$ cat config.mk
export PLATFORM = sky130hd
export DESIGN_NAME = command_line_reply_parser_unit
export DESIGN_NICKNAME = d
export VERILOG_FILES = /design/src/rtl/crp_pkg.sv /design/src/rtl/crp_front.sv /design/src/rtl/crp_queue.sv /design/src/rtl/crp_back.sv /design/src/rtl/command_line_reply_parser_unit.sv
export SDC_FILE = /design/constraint.sdc
export NUM_CORES = 1
export LEC_CHECK = 0
export ABC_AREA = 1
export BUFFER_PORTS_ARGS = -buffer_cell sky130_fd_sc_hd__buf_2
export CAP_MARGIN = 20
export CORE_ASPECT_RATIO = 1.5
export CORE_MARGIN = 2
export CORE_UTILIZATION = 64
export CTS_CLUSTER_DIAMETER = 120
export DETAILED_ROUTE_END_ITERATION = 8
export PLACE_DENSITY = 0.89
export RECOVER_POWER = 25
export SLEW_MARGIN = 15
export SYNTH_ARGS = -nofsm -noshare
export SYNTH_HDL_FRONTEND = slang
export SYNTH_SLANG_ARGS = --single-unit
$ cat constraint.sdc
create_clock -name i_clk -period 5.4 [get_ports i_clk]
set_clock_uncertainty 0.2 [all_clocks]
set_input_delay 1.08 -clock i_clk [delete_from_list [all_inputs] [get_ports i_clk]]
set_output_delay 1.08 -clock i_clk [all_outputs]
set_load 0.02 [all_outputs]
$ cat src/rtl/crp_pkg.sv
package crp_pkg;

    localparam int MAX_LINE = 512;
    localparam int LC_W     = $clog2(MAX_LINE);

    localparam int Q_DEPTH  = 4;
    localparam int Q_AW     = $clog2(Q_DEPTH);

    localparam logic OP_OPEN = 1'b0;
    localparam logic OP_BYTE = 1'b1;

    localparam logic [7:0] CH_LF    = 8'h0A;
    localparam logic [7:0] CH_CR    = 8'h0D;
    localparam logic [7:0] CH_SPACE = 8'h20;
    localparam logic [7:0] CH_DOT   = 8'h2E;
    localparam logic [7:0] CH_ZERO  = 8'h30;
    localparam logic [7:0] CH_ONE   = 8'h31;
    localparam logic [7:0] CH_NINE  = 8'h39;

    localparam logic [31:0] NOOP_WORD = "NOOP";
    localparam logic [31:0] EHLO_WORD = "EHLO";

    localparam logic [2:0] RC_BANNER  = 3'd0;
    localparam logic [2:0] RC_NOCAP   = 3'd1;
    localparam logic [2:0] RC_TLSCAP  = 3'd2;
    localparam logic [2:0] RC_OK      = 3'd3;
    localparam logic [2:0] RC_SYNTAX  = 3'd4;
    localparam logic [2:0] RC_UNKNOWN = 3'd5;
    localparam logic [2:0] RC_VERSION = 3'd6;

    typedef enum logic [1:0] {
        PH_WAIT,
        PH_CMD,
        PH_CLOSED
    } t_crp_phase;

    typedef enum logic [2:0] {
        PC_EMPTY,
        PC_ONE,
        PC_ONE_DOT,
        PC_ONE_DOT_ZERO,
        PC_DIGITS,
        PC_DIGITS_DOT,
        PC_VERSION,
        PC_BAD
    } t_crp_pclass;

    typedef enum logic [2:0] {
        EV_BANNER,
        EV_OK,
        EV_CAP,
        EV_SYNTAX,
        EV_UNKNOWN,
        EV_VERSION
    } t_crp_event;

    typedef struct packed {
        logic       operation;
        logic [7:0] data_byte;
    } t_crp_in;

    typedef struct packed {
        logic [2:0] reply_code;
        logic       close_after;
    } t_crp_out;

    typedef struct packed {
        logic [1:0]  verb_match;
        logic        in_parameter;
        t_crp_pclass param_class;
    } t_crp_line;

    typedef struct packed {
        logic full;
        logic empty;
    } t_crp_q_status;

    localparam t_crp_line LINE_CLEAR = '{verb_match: 2'b11, in_parameter: 1'b0,
                                         param_class: PC_EMPTY};

    function automatic logic ev_closes(input t_crp_event ev);
        logic res;
        case (ev)
            EV_SYNTAX, EV_UNKNOWN, EV_VERSION: res = 1'b1;
            default: res = 1'b0;
        endcase
        return res;
    endfunction

endpackage

$ cat src/rtl/crp_front.sv
module crp_front (
    input  logic                  i_clk,
    input  logic                  i_rst_n,
    input  logic                  i_in_valid,
    input  crp_pkg::t_crp_in      i_in_data,
    input  logic                  i_can_push,
    output logic                  o_in_ready,
    output logic                  o_push,
    output crp_pkg::t_crp_event   o_push_event
);

    crp_pkg::t_crp_phase  r_phase, n_phase;
    crp_pkg::t_crp_line   r_line, n_line;
    logic [crp_pkg::LC_W-1:0] r_count, n_count;
    logic                 r_pend_cr, n_pend_cr;

    logic                 acc;
    logic                 has_res;
    crp_pkg::t_crp_event  res_ev;
    crp_pkg::t_crp_line   fed;
    crp_pkg::t_crp_line   fin;
    logic [crp_pkg::LC_W:0]   count_inc;
    logic [crp_pkg::LC_W-1:0] matched;

    function automatic crp_pkg::t_crp_pclass next_pclass(
        input logic [7:0] c,
        input crp_pkg::t_crp_pclass pc
    );
        crp_pkg::t_crp_pclass res;
        logic digit;
        digit = (c >= crp_pkg::CH_ZERO) && (c <= crp_pkg::CH_NINE);
        res = crp_pkg::PC_BAD;
        if (digit) begin
            case (pc)
                crp_pkg::PC_EMPTY:
                    res = (c == crp_pkg::CH_ONE) ? crp_pkg::PC_ONE : crp_pkg::PC_DIGITS;
                crp_pkg::PC_ONE:          res = crp_pkg::PC_DIGITS;
                crp_pkg::PC_ONE_DOT:
                    res = (c == crp_pkg::CH_ZERO) ? crp_pkg::PC_ONE_DOT_ZERO
                                                  : crp_pkg::PC_VERSION;
                crp_pkg::PC_ONE_DOT_ZERO: res = crp_pkg::PC_VERSION;
                crp_pkg::PC_DIGITS:       res = crp_pkg::PC_DIGITS;
                crp_pkg::PC_DIGITS_DOT:   res = crp_pkg::PC_VERSION;
                crp_pkg::PC_VERSION:      res = crp_pkg::PC_VERSION;
                default:                  res = crp_pkg::PC_BAD;
            endcase
        end else if (c == crp_pkg::CH_DOT) begin
            case (pc)
                crp_pkg::PC_ONE:    res = crp_pkg::PC_ONE_DOT;
                crp_pkg::PC_DIGITS: res = crp_pkg::PC_DIGITS_DOT;
                default:            res = crp_pkg::PC_BAD;
            endcase
        end
        return res;
    endfunction

    // Run one byte through the verb and parameter matchers.
    function automatic crp_pkg::t_crp_line feed(
        input logic [7:0] c,
        input crp_pkg::t_crp_line s,
        input logic [crp_pkg::LC_W-1:0] pos
    );
        crp_pkg::t_crp_line res;
        logic [1:0] idx;
        res = s;
        idx = pos[1:0];
        if (s.in_parameter) begin
            res.param_class = next_pclass(c, s.param_class);
        end else if (c == crp_pkg::CH_SPACE) begin
            if (pos != crp_pkg::LC_W'(4)) begin
                res.verb_match = 2'b00;
            end
            res.in_parameter = 1'b1;
        end else if (pos >= crp_pkg::LC_W'(4)) begin
            res.verb_match = 2'b00;
        end else begin
            if (c != crp_pkg::NOOP_WORD[8*(3-idx) +: 8]) begin
                res.verb_match[0] = 1'b0;
            end
            if (c != crp_pkg::EHLO_WORD[8*(3-idx) +: 8]) begin
                res.verb_match[1] = 1'b0;
            end
        end
        return res;
    endfunction

    assign o_in_ready = i_can_push;
    assign acc        = i_in_valid && o_in_ready;
    assign count_inc  = {1'b0, r_count} + (crp_pkg::LC_W+1)'(1);
    assign matched    = r_count - crp_pkg::LC_W'(r_pend_cr);

    // Line datapath: matchers, byte count and the result event.
    always_comb begin
        n_line    = r_line;
        n_count   = r_count;
        n_pend_cr = r_pend_cr;
        has_res   = 1'b0;
        res_ev    = crp_pkg::EV_BANNER;
        fed       = r_line;
        fin       = r_line;
        if (acc) begin
            if (i_in_data.operation == crp_pkg::OP_OPEN) begin
                if (r_phase == crp_pkg::PH_WAIT) begin
                    n_line    = crp_pkg::LINE_CLEAR;
                    n_count   = '0;
                    n_pend_cr = 1'b0;
                    has_res   = 1'b1;
                    res_ev    = crp_pkg::EV_BANNER;
                end
            end else if (r_phase == crp_pkg::PH_CMD) begin
                if (i_in_data.data_byte == crp_pkg::CH_LF) begin
                    // Drop a trailing CR; the verb alone must be exactly four bytes.
                    if (!r_line.in_parameter && matched != crp_pkg::LC_W'(4)) begin
                        fin.verb_match = 2'b00;
                    end
                    has_res = 1'b1;
                    if (fin.verb_match[0]) begin
                        res_ev = crp_pkg::EV_OK;
                    end else if (fin.verb_match[1]) begin
                        if (fin.param_class == crp_pkg::PC_EMPTY ||
                            fin.param_class == crp_pkg::PC_ONE_DOT_ZERO) begin
                            res_ev = crp_pkg::EV_CAP;
                        end else if (fin.param_class == crp_pkg::PC_VERSION) begin
                            res_ev = crp_pkg::EV_VERSION;
                        end else begin
                            res_ev = crp_pkg::EV_SYNTAX;
                        end
                    end else begin
                        res_ev = crp_pkg::EV_UNKNOWN;
                    end
                    n_line    = crp_pkg::LINE_CLEAR;
                    n_count   = '0;
                    n_pend_cr = 1'b0;
                end else begin
                    // A held CR that is not followed by LF is an ordinary byte.
                    if (r_pend_cr) begin
                        fed = feed(crp_pkg::CH_CR, fed, r_count);
                    end
                    if (i_in_data.data_byte != crp_pkg::CH_CR) begin
                        fed = feed(i_in_data.data_byte, fed, r_count);
                    end
                    if (count_inc == (crp_pkg::LC_W+1)'(crp_pkg::MAX_LINE)) begin
                        n_line    = crp_pkg::LINE_CLEAR;
                        n_count   = '0;
                        n_pend_cr = 1'b0;
                        has_res   = 1'b1;
                        res_ev    = crp_pkg::EV_SYNTAX;
                    end else begin
                        n_line    = fed;
                        n_count   = count_inc[crp_pkg::LC_W-1:0];
                        n_pend_cr = (i_in_data.data_byte == crp_pkg::CH_CR);
                    end
                end
            end
        end
    end

    // Session phase: next state.
    always_comb begin
        n_phase = r_phase;
        case (r_phase)
            crp_pkg::PH_WAIT: begin
                if (has_res) begin
                    n_phase = crp_pkg::PH_CMD;
                end
            end
            crp_pkg::PH_CMD: begin
                if (has_res && crp_pkg::ev_closes(res_ev)) begin
                    n_phase = crp_pkg::PH_CLOSED;
                end
            end
            default: n_phase = r_phase;
        endcase
    end

    // Session phase: outputs.
    always_comb begin
        o_push       = 1'b0;
        o_push_event = res_ev;
        case (r_phase)
            crp_pkg::PH_WAIT, crp_pkg::PH_CMD: o_push = has_res;
            default: o_push = 1'b0;
        endcase
    end

    always_ff @(posedge i_clk) begin
        if (!i_rst_n) begin
            r_phase   <= crp_pkg::PH_WAIT;
            r_line    <= crp_pkg::LINE_CLEAR;
            r_count   <= '0;
            r_pend_cr <= 1'b0;
        end else begin
            r_phase   <= n_phase;
            r_line    <= n_line;
            r_count   <= n_count;
            r_pend_cr <= n_pend_cr;
        end
    end

endmodule

$ cat src/rtl/crp_queue.sv
module crp_queue (
    input  logic                   i_clk,
    input  logic                   i_rst_n,
    input  logic                   i_push,
    input  crp_pkg::t_crp_event    i_push_event,
    input  logic                   i_pop,
    output crp_pkg::t_crp_event    o_head_event,
    output crp_pkg::t_crp_q_status o_status
);

    crp_pkg::t_crp_event r_slot [crp_pkg::Q_DEPTH];
    logic [crp_pkg::Q_AW-1:0] r_wr_ptr, r_rd_ptr;
    logic [crp_pkg::Q_AW:0]   r_fill, n_fill;
    logic                     do_push, do_pop;

    assign o_status.full  = (r_fill == (crp_pkg::Q_AW+1)'(crp_pkg::Q_DEPTH));
    assign o_status.empty = (r_fill == '0);
    assign do_push        = i_push && !o_status.full;
    assign do_pop         = i_pop && !o_status.empty;
    assign o_head_event   = r_slot[r_rd_ptr];

    always_comb begin
        n_fill = r_fill;
        if (do_push && !do_pop) begin
            n_fill = r_fill + (crp_pkg::Q_AW+1)'(1);
        end else if (do_pop && !do_push) begin
            n_fill = r_fill - (crp_pkg::Q_AW+1)'(1);
        end
    end

    always_ff @(posedge i_clk) begin
        if (do_push) begin
            r_slot[r_wr_ptr] <= i_push_event;
        end
    end

    always_ff @(posedge i_clk) begin
        if (!i_rst_n) begin
            r_wr_ptr <= '0;
            r_rd_ptr <= '0;
            r_fill   <= '0;
        end else begin
            if (do_push) begin
                r_wr_ptr <= r_wr_ptr + crp_pkg::Q_AW'(1);
            end
            if (do_pop) begin
                r_rd_ptr <= r_rd_ptr + crp_pkg::Q_AW'(1);
            end
            r_fill <= n_fill;
        end
    end

endmodule

$ cat src/rtl/crp_back.sv
module crp_back (
    input  logic                   i_clk,
    input  logic                   i_rst_n,
    input  logic                   i_cfg_wr_en,
    input  logic                   i_cfg_wr_data,
    input  crp_pkg::t_crp_event    i_head_event,
    input  crp_pkg::t_crp_q_status i_q_status,
    output logic                   o_pop,
    output logic                   o_out_valid,
    input  logic                   i_out_ready,
    output crp_pkg::t_crp_out      o_out_data
);

    logic              r_starttls;
    logic              r_valid, n_valid;
    crp_pkg::t_crp_out r_data, n_data;

    assign o_pop       = !i_q_status.empty && (!r_valid || i_out_ready);
    assign o_out_valid = r_valid;
    assign o_out_data  = r_data;

    always_comb begin
        n_valid = r_valid;
        n_data  = r_data;
        if (o_pop) begin
            n_valid            = 1'b1;
            n_data.close_after = crp_pkg::ev_closes(i_head_event);
            case (i_head_event)
                crp_pkg::EV_BANNER:  n_data.reply_code = crp_pkg::RC_BANNER;
                crp_pkg::EV_OK:      n_data.reply_code = crp_pkg::RC_OK;
                crp_pkg::EV_CAP:
                    n_data.reply_code = r_starttls ? crp_pkg::RC_TLSCAP : crp_pkg::RC_NOCAP;
                crp_pkg::EV_UNKNOWN: n_data.reply_code = crp_pkg::RC_UNKNOWN;
                crp_pkg::EV_VERSION: n_data.reply_code = crp_pkg::RC_VERSION;
                default:             n_data.reply_code = crp_pkg::RC_SYNTAX;
            endcase
        end else if (i_out_ready) begin
            n_valid = 1'b0;
        end
    end

    always_ff @(posedge i_clk) begin
        r_data <= n_data;
    end

    always_ff @(posedge i_clk) begin
        if (!i_rst_n) begin
            r_valid    <= 1'b0;
            r_starttls <= 1'b0;
        end else begin
            r_valid <= n_valid;
            if (i_cfg_wr_en) begin
                r_starttls <= i_cfg_wr_data;
            end
        end
    end

endmodule

$ cat src/rtl/command_line_reply_parser_unit.sv
// Line-oriented command receiver: an open transfer answers the banner, then
// received bytes are parsed one per cycle while input ready is high into
// LF-terminated command lines (NOOP, EHLO with an optional version) and each
// finished line gives one reply; error replies close the session. One item is
// taken every cycle while input ready is high. The front parser keeps only
// small match registers and pushes one event per reply into a four-entry
// queue; the back stage maps it to a reply code and holds it in the output
// register. Input ready drops only while that queue is full, that is once
// five replies wait (four queued and one held at the output) while the output
// side stalls. Replies from the configuration register use its value at the
// time the reply leaves the queue.
module command_line_reply_parser_unit (
    input  logic              i_clk,
    input  logic              i_rst_n,
    input  logic              i_cfg_wr_en,
    input  logic              i_cfg_wr_data,
    input  logic              i_in_valid,
    output logic              o_in_ready,
    input  crp_pkg::t_crp_in  i_in_data,
    output logic              o_out_valid,
    input  logic              i_out_ready,
    output crp_pkg::t_crp_out o_out_data
);

    logic                   push, pop;
    crp_pkg::t_crp_event    push_event, head_event;
    crp_pkg::t_crp_q_status q_status;

    crp_front u_front (
        .i_clk        (i_clk),
        .i_rst_n      (i_rst_n),
        .i_in_valid   (i_in_valid),
        .i_in_data    (i_in_data),
        .i_can_push   (!q_status.full),
        .o_in_ready   (o_in_ready),
        .o_push       (push),
        .o_push_event (push_event)
    );

    crp_queue u_queue (
        .i_clk        (i_clk),
        .i_rst_n      (i_rst_n),
        .i_push       (push),
        .i_push_event (push_event),
        .i_pop        (pop),
        .o_head_event (head_event),
        .o_status     (q_status)
    );

    crp_back u_back (
        .i_clk         (i_clk),
        .i_rst_n       (i_rst_n),
        .i_cfg_wr_en   (i_cfg_wr_en),
        .i_cfg_wr_data (i_cfg_wr_data),
        .i_head_event  (head_event),
        .i_q_status    (q_status),
        .o_pop         (pop),
        .o_out_valid   (o_out_valid),
        .i_out_ready   (i_out_ready),
        .o_out_data    (o_out_data)
    );

endmodule

==> results <==
- Measured along the x axis, the die boundary spans 57.00 um.
- For this run, the top clock speed supported by timing is 0.2895 GHz.
- The placer congestion estimate is 0.9074.
- Using the TritonRoute via totals, the vias-per-cell ratio works out to 5.647.
- The number of clock sinks is 45.
- The number of antenna violations at the first check in global routing was 0.
- The iteration-0 DRC count of the detailed router is 87.
- In the final routed layout, each cell accounts on average for 12.84 um.
- The ratio of cells with drive above 1 in the final layout is 16.98%.
- The worst-case setup margin in the final layout is 1945 ps.
- Of all cell types, the one taking the most synthesized area is sky130_fd_sc_hd__dfxtp_1.
- 21 I/O pins were placed.
- The floorplan step set the die height to 83.50 um.
- The clock tree from TritonCTS is built.
- In this run the worst setup path begins at i_in_data[8].
- The total inserted antenna cells is 0.
- The headroom to the max-slew limit is 45.06%.
- The first-pass GRT wire length is 9.246 mm.
- The maximum count of clock buffers along a single path is 2.
- Sequential elements use 39.35% of the synthesized area.
- For this run, asynchronously set or reset flops after synthesis account for 0%.
- The area of the placeable core is 3994 um2.
- The count of H-tree levels built during CTS is 2.
- The number of clock buffers added by TritonCTS is 5.
- The initial utilization of the core area, before any placement, comes to 67.51%.
- The total count of hold-check failures in the final report is 0.
- The compound-gate portion of the synthesized area is 15.59%.
- The total chip power is 967.4 uW.
- The post-layout minimum cycle time is 3455 ps.
- The count of yosys warnings during synthesis is 0.
- After synthesis, the cell types taking the most area are sky130_fd_sc_hd__dfxtp_1 22%, sky130_fd_sc_hd__edfxtp_1 18%, sky130_fd_sc_hd__nand2_1 8.5%.
- Global routing finished with a remaining overflow of 0.
- Before antenna repair, the detailed router went through 4 iterations.
- In the synthesized netlist the dominant register cell turns out to be sky130_fd_sc_hd__dfxtp_1.
- The most critical setup path has its endpoint at u_queue.r_fill[1].
- The leakage power total is 1.181 nW.
- The number of hold-repair buffers added at the cts stage is 0.
- The root buffer cell chosen for the clock tree is sky130_fd_sc_hd__clkbuf_8.
- The transition time at the pin with the least slew margin is 820.2 ps.
- Setup repair after global routing left no endpoint under its margin.
- The most frequent cell after synthesis is sky130_fd_sc_hd__nand2_1.
- For this design the ratio of total power to cell area is 332.8 nW/um2.
- The adder and majority cell fraction of the synthesized area is 5.383%.
- By area, the combinational part of the netlist is dominated by simple AND/OR/NAND/NOR gates.
- The fraction of synthesized cell area taken by the top area cell type is 21.53%.
- The number of cell instances on the worst register-to-register path is 17.
- Detailed placement ended at an HPWL of 4.159 mm.
- After clock tree synthesis, the clock-pin slew on the worst setup and hold paths is 90 ps.
- The final route contains 2349 vias.
- The setup TNS is 0 ps.
- The finished layout holds 416 standard cells, fillers aside.
- The number of buffers inserted by port buffering is 20.
- After detailed routing, the total wire length is 5.340 mm.
- Setup violations remaining at the end of the flow were counted as 0.
- The critical path data arrival time is 3450 ps.
- Synthesis inferred 45 register bits.
- After Yosys synthesis, XOR and XNOR cells account for 1.299% of the synthesized area.
- The via count of the first global-routing pass is 2257.
- The total number of nets in the final design is 396.
- The commonest cells after synthesis are 61 x sky130_fd_sc_hd__nand2_1, 42 x sky130_fd_sc_hd__inv_1, 33 x sky130_fd_sc_hd__nor2_1.
- Entering global routing, the biggest net connects 17 pins.
- Across the VDD grid, the largest voltage drop is 0.0004288 V.
- Counting tap cells, the placed design contains a total of 408 instances.
- For this run, the share of the core covered by cells in the final layout is 72.78%.
- Synthesis produced a netlist with a net count of 374.
- The final max-slew violation count was 0.
- The netlist uses 43 different library cells.
- The worst setup slack before clock tree synthesis is 1980 ps.
- In this run the mean area of a mapped cell was 7.748 um2.
- The number of rows in the core area is 28.
- The floorplan step defined a die boundary enclosing 4759 um2.
- Once detail routing completed, the nets flagged for antenna violations numbered 0.
- The fraction of the mapped netlist area in simple logic gates is 28.54%.
- The run finished with clean final reports.
- The internal reg-to-reg setup slack is 2360 ps.
- The type of element launching the critical path is a primary input.
- The number of resized instances in the post-cts repair step is 0.
- The layout-stage area growth over the synthesis result is 7.796%.
- The number of cells on the worst hold path is 2.
- In this run the critical register-to-register path is launched from u_front.r_count[0].
- For this run, design rule violations remaining after detail routing come to 0.
- The buffers inserted during post-CTS setup optimization is 0.
- The global-route usage over all layers is 24.68%.
- The final critical-path share of the clock period is 63.98%.
- The tightest min-delay check is of the register to register type.
- Of all nets on the critical path, the largest fanout is 12.
- The critical setup path kind is primary input to register.
- The mux share of post-synthesis cell area is 0%.
- The critical path required time is 5400 ps.
- Fill cells in the final layout number 320.
- The gate count of the mapped netlist is 348.
- The worst setup path is captured at a register.
- The total standard cell area after synthesis is 2696 um2.
- Max-cap violations in this run came to 0.
- The clock network latency to the later pin of the worst-skew pair is 310 ps.
- The endpoint of the worst-slack reg-to-reg timing path is u_queue.r_fill[2].
- Counting flops with a built-in enable in the synthesized netlist gives 16.
worst max-delay path: stages:
cell                       delay, ps
sky130_fd_sc_hd__buf_2           100
sky130_fd_sc_hd__inv_2           120
sky130_fd_sc_hd__o21ai_0         110
sky130_fd_sc_hd__o211ai_1        100
sky130_fd_sc_hd__clkbuf_1        510
sky130_fd_sc_hd__bufinv_8        310
sky130_fd_sc_hd__o21ai_4         110
sky130_fd_sc_hd__inv_4            90
sky130_fd_sc_hd__ha_1            190
sky130_fd_sc_hd__inv_1           100
sky130_fd_sc_hd__fa_1            410
sky130_fd_sc_hd__o21ai_0         160
sky130_fd_sc_hd__a21oi_1          50
worst min path at each step:
stage | start | endpoint | slack, ps
after floorplan | u_queue.r_rd_ptr[1] | register | 240
after global routing | u_front.r_phase[1] | u_front.r_phase[1] | 290
final | u_front.r_phase[1] | u_front.r_phase[1] | 280
after CTS | u_front.r_phase[1] | u_front.r_phase[1] | 280
after detailed placement | u_front.r_phase[1] | u_front.r_phase[1] | 260
after global placement | u_queue.r_rd_ptr[0] | u_queue.r_rd_ptr[0] | 250
layer usage:
metal  GRT usage (%)  vias to the layer above  routed length, um
met4           15.43                        0                243
met3           4.961                       20                218
li1                -                     1193                  -
met5               0                        -                  0
met1           24.07                     1065               1918
met2           45.35                       71               2960
placed cells by master (no fill, tap or decap), types with 3 or more instances in the layout:
cell type                  Yosys  routed
sky130_fd_sc_hd__nand2_1      61      61
sky130_fd_sc_hd__inv_1        42      43
sky130_fd_sc_hd__nor2_1       33      33
sky130_fd_sc_hd__dfxtp_1      29      29
sky130_fd_sc_hd__a21oi_1      26      26
sky130_fd_sc_hd__nand3_1      25      25
sky130_fd_sc_hd__o21ai_0      21      21
sky130_fd_sc_hd__edfxtp_1     16      16
sky130_fd_sc_hd__buf_2         1      14
sky130_fd_sc_hd__inv_2        13      12
sky130_fd_sc_hd__ha_1         10      10
sky130_fd_sc_hd__nor3_1        7       7
sky130_fd_sc_hd__clkbuf_1      3       7
sky130_fd_sc_hd__nor2_2        6       6
sky130_fd_sc_hd__nand4_1       6       6
sky130_fd_sc_hd__clkbuf_8      0       5
sky130_fd_sc_hd__or2_2         4       4
sky130_fd_sc_hd__o21ai_1       4       4
sky130_fd_sc_hd__nand2_2       3       3
sky130_fd_sc_hd__a31oi_1       3       3
sky130_fd_sc_hd__a32oi_1       2       3
sky130_fd_sc_hd__xor2_1        3       3
cells by family (layout without fill, tap and decap cells):
group	count (synthesis)	after routing
xor+xnor	4	4
simple gates	155	155
fa+ha+maj	11	11
flops	45	45
buf+inv	64	87
compound gates	69	69
sequential cells by signal, summed over array words and instances (netlist names), 3 cells and up, named ones only:
signal and cells:
u_front.fin 4, u_front.r_count 9, u_queue.r_fill 3, u_back.o_out_data 4, u_queue.r_slot 12
power by group:
part	switching (mW)	internal (mW)	total, mW
clock network	0.124	0.0934	0.217
logic	0.202	0.100	0.302
registers	0.0329	0.415	0.448
per-stage QoR:
step                      cell area [um2]  hold WS [ps]
after global placement               2831         252.1
final                                2907         276.6
after CTS                            2925         276.8
after detailed placement             2831         261.6
after floorplan                      2696         236.2
after global routing                 2907         292.8
final cells by class:
type	instances	area (um2)	area share, %
multi-input cells	239	1363	46.88
flip-flops and latches	45	1061	36.50
inverters	58	236.5	8.136
repair buffers	21	96.34	3.315
clock buffers	5	68.82	2.368
well taps	45	56.30	1.937
clock inverters	3	25.02	0.8610
(Power assumes the default switching activity.)
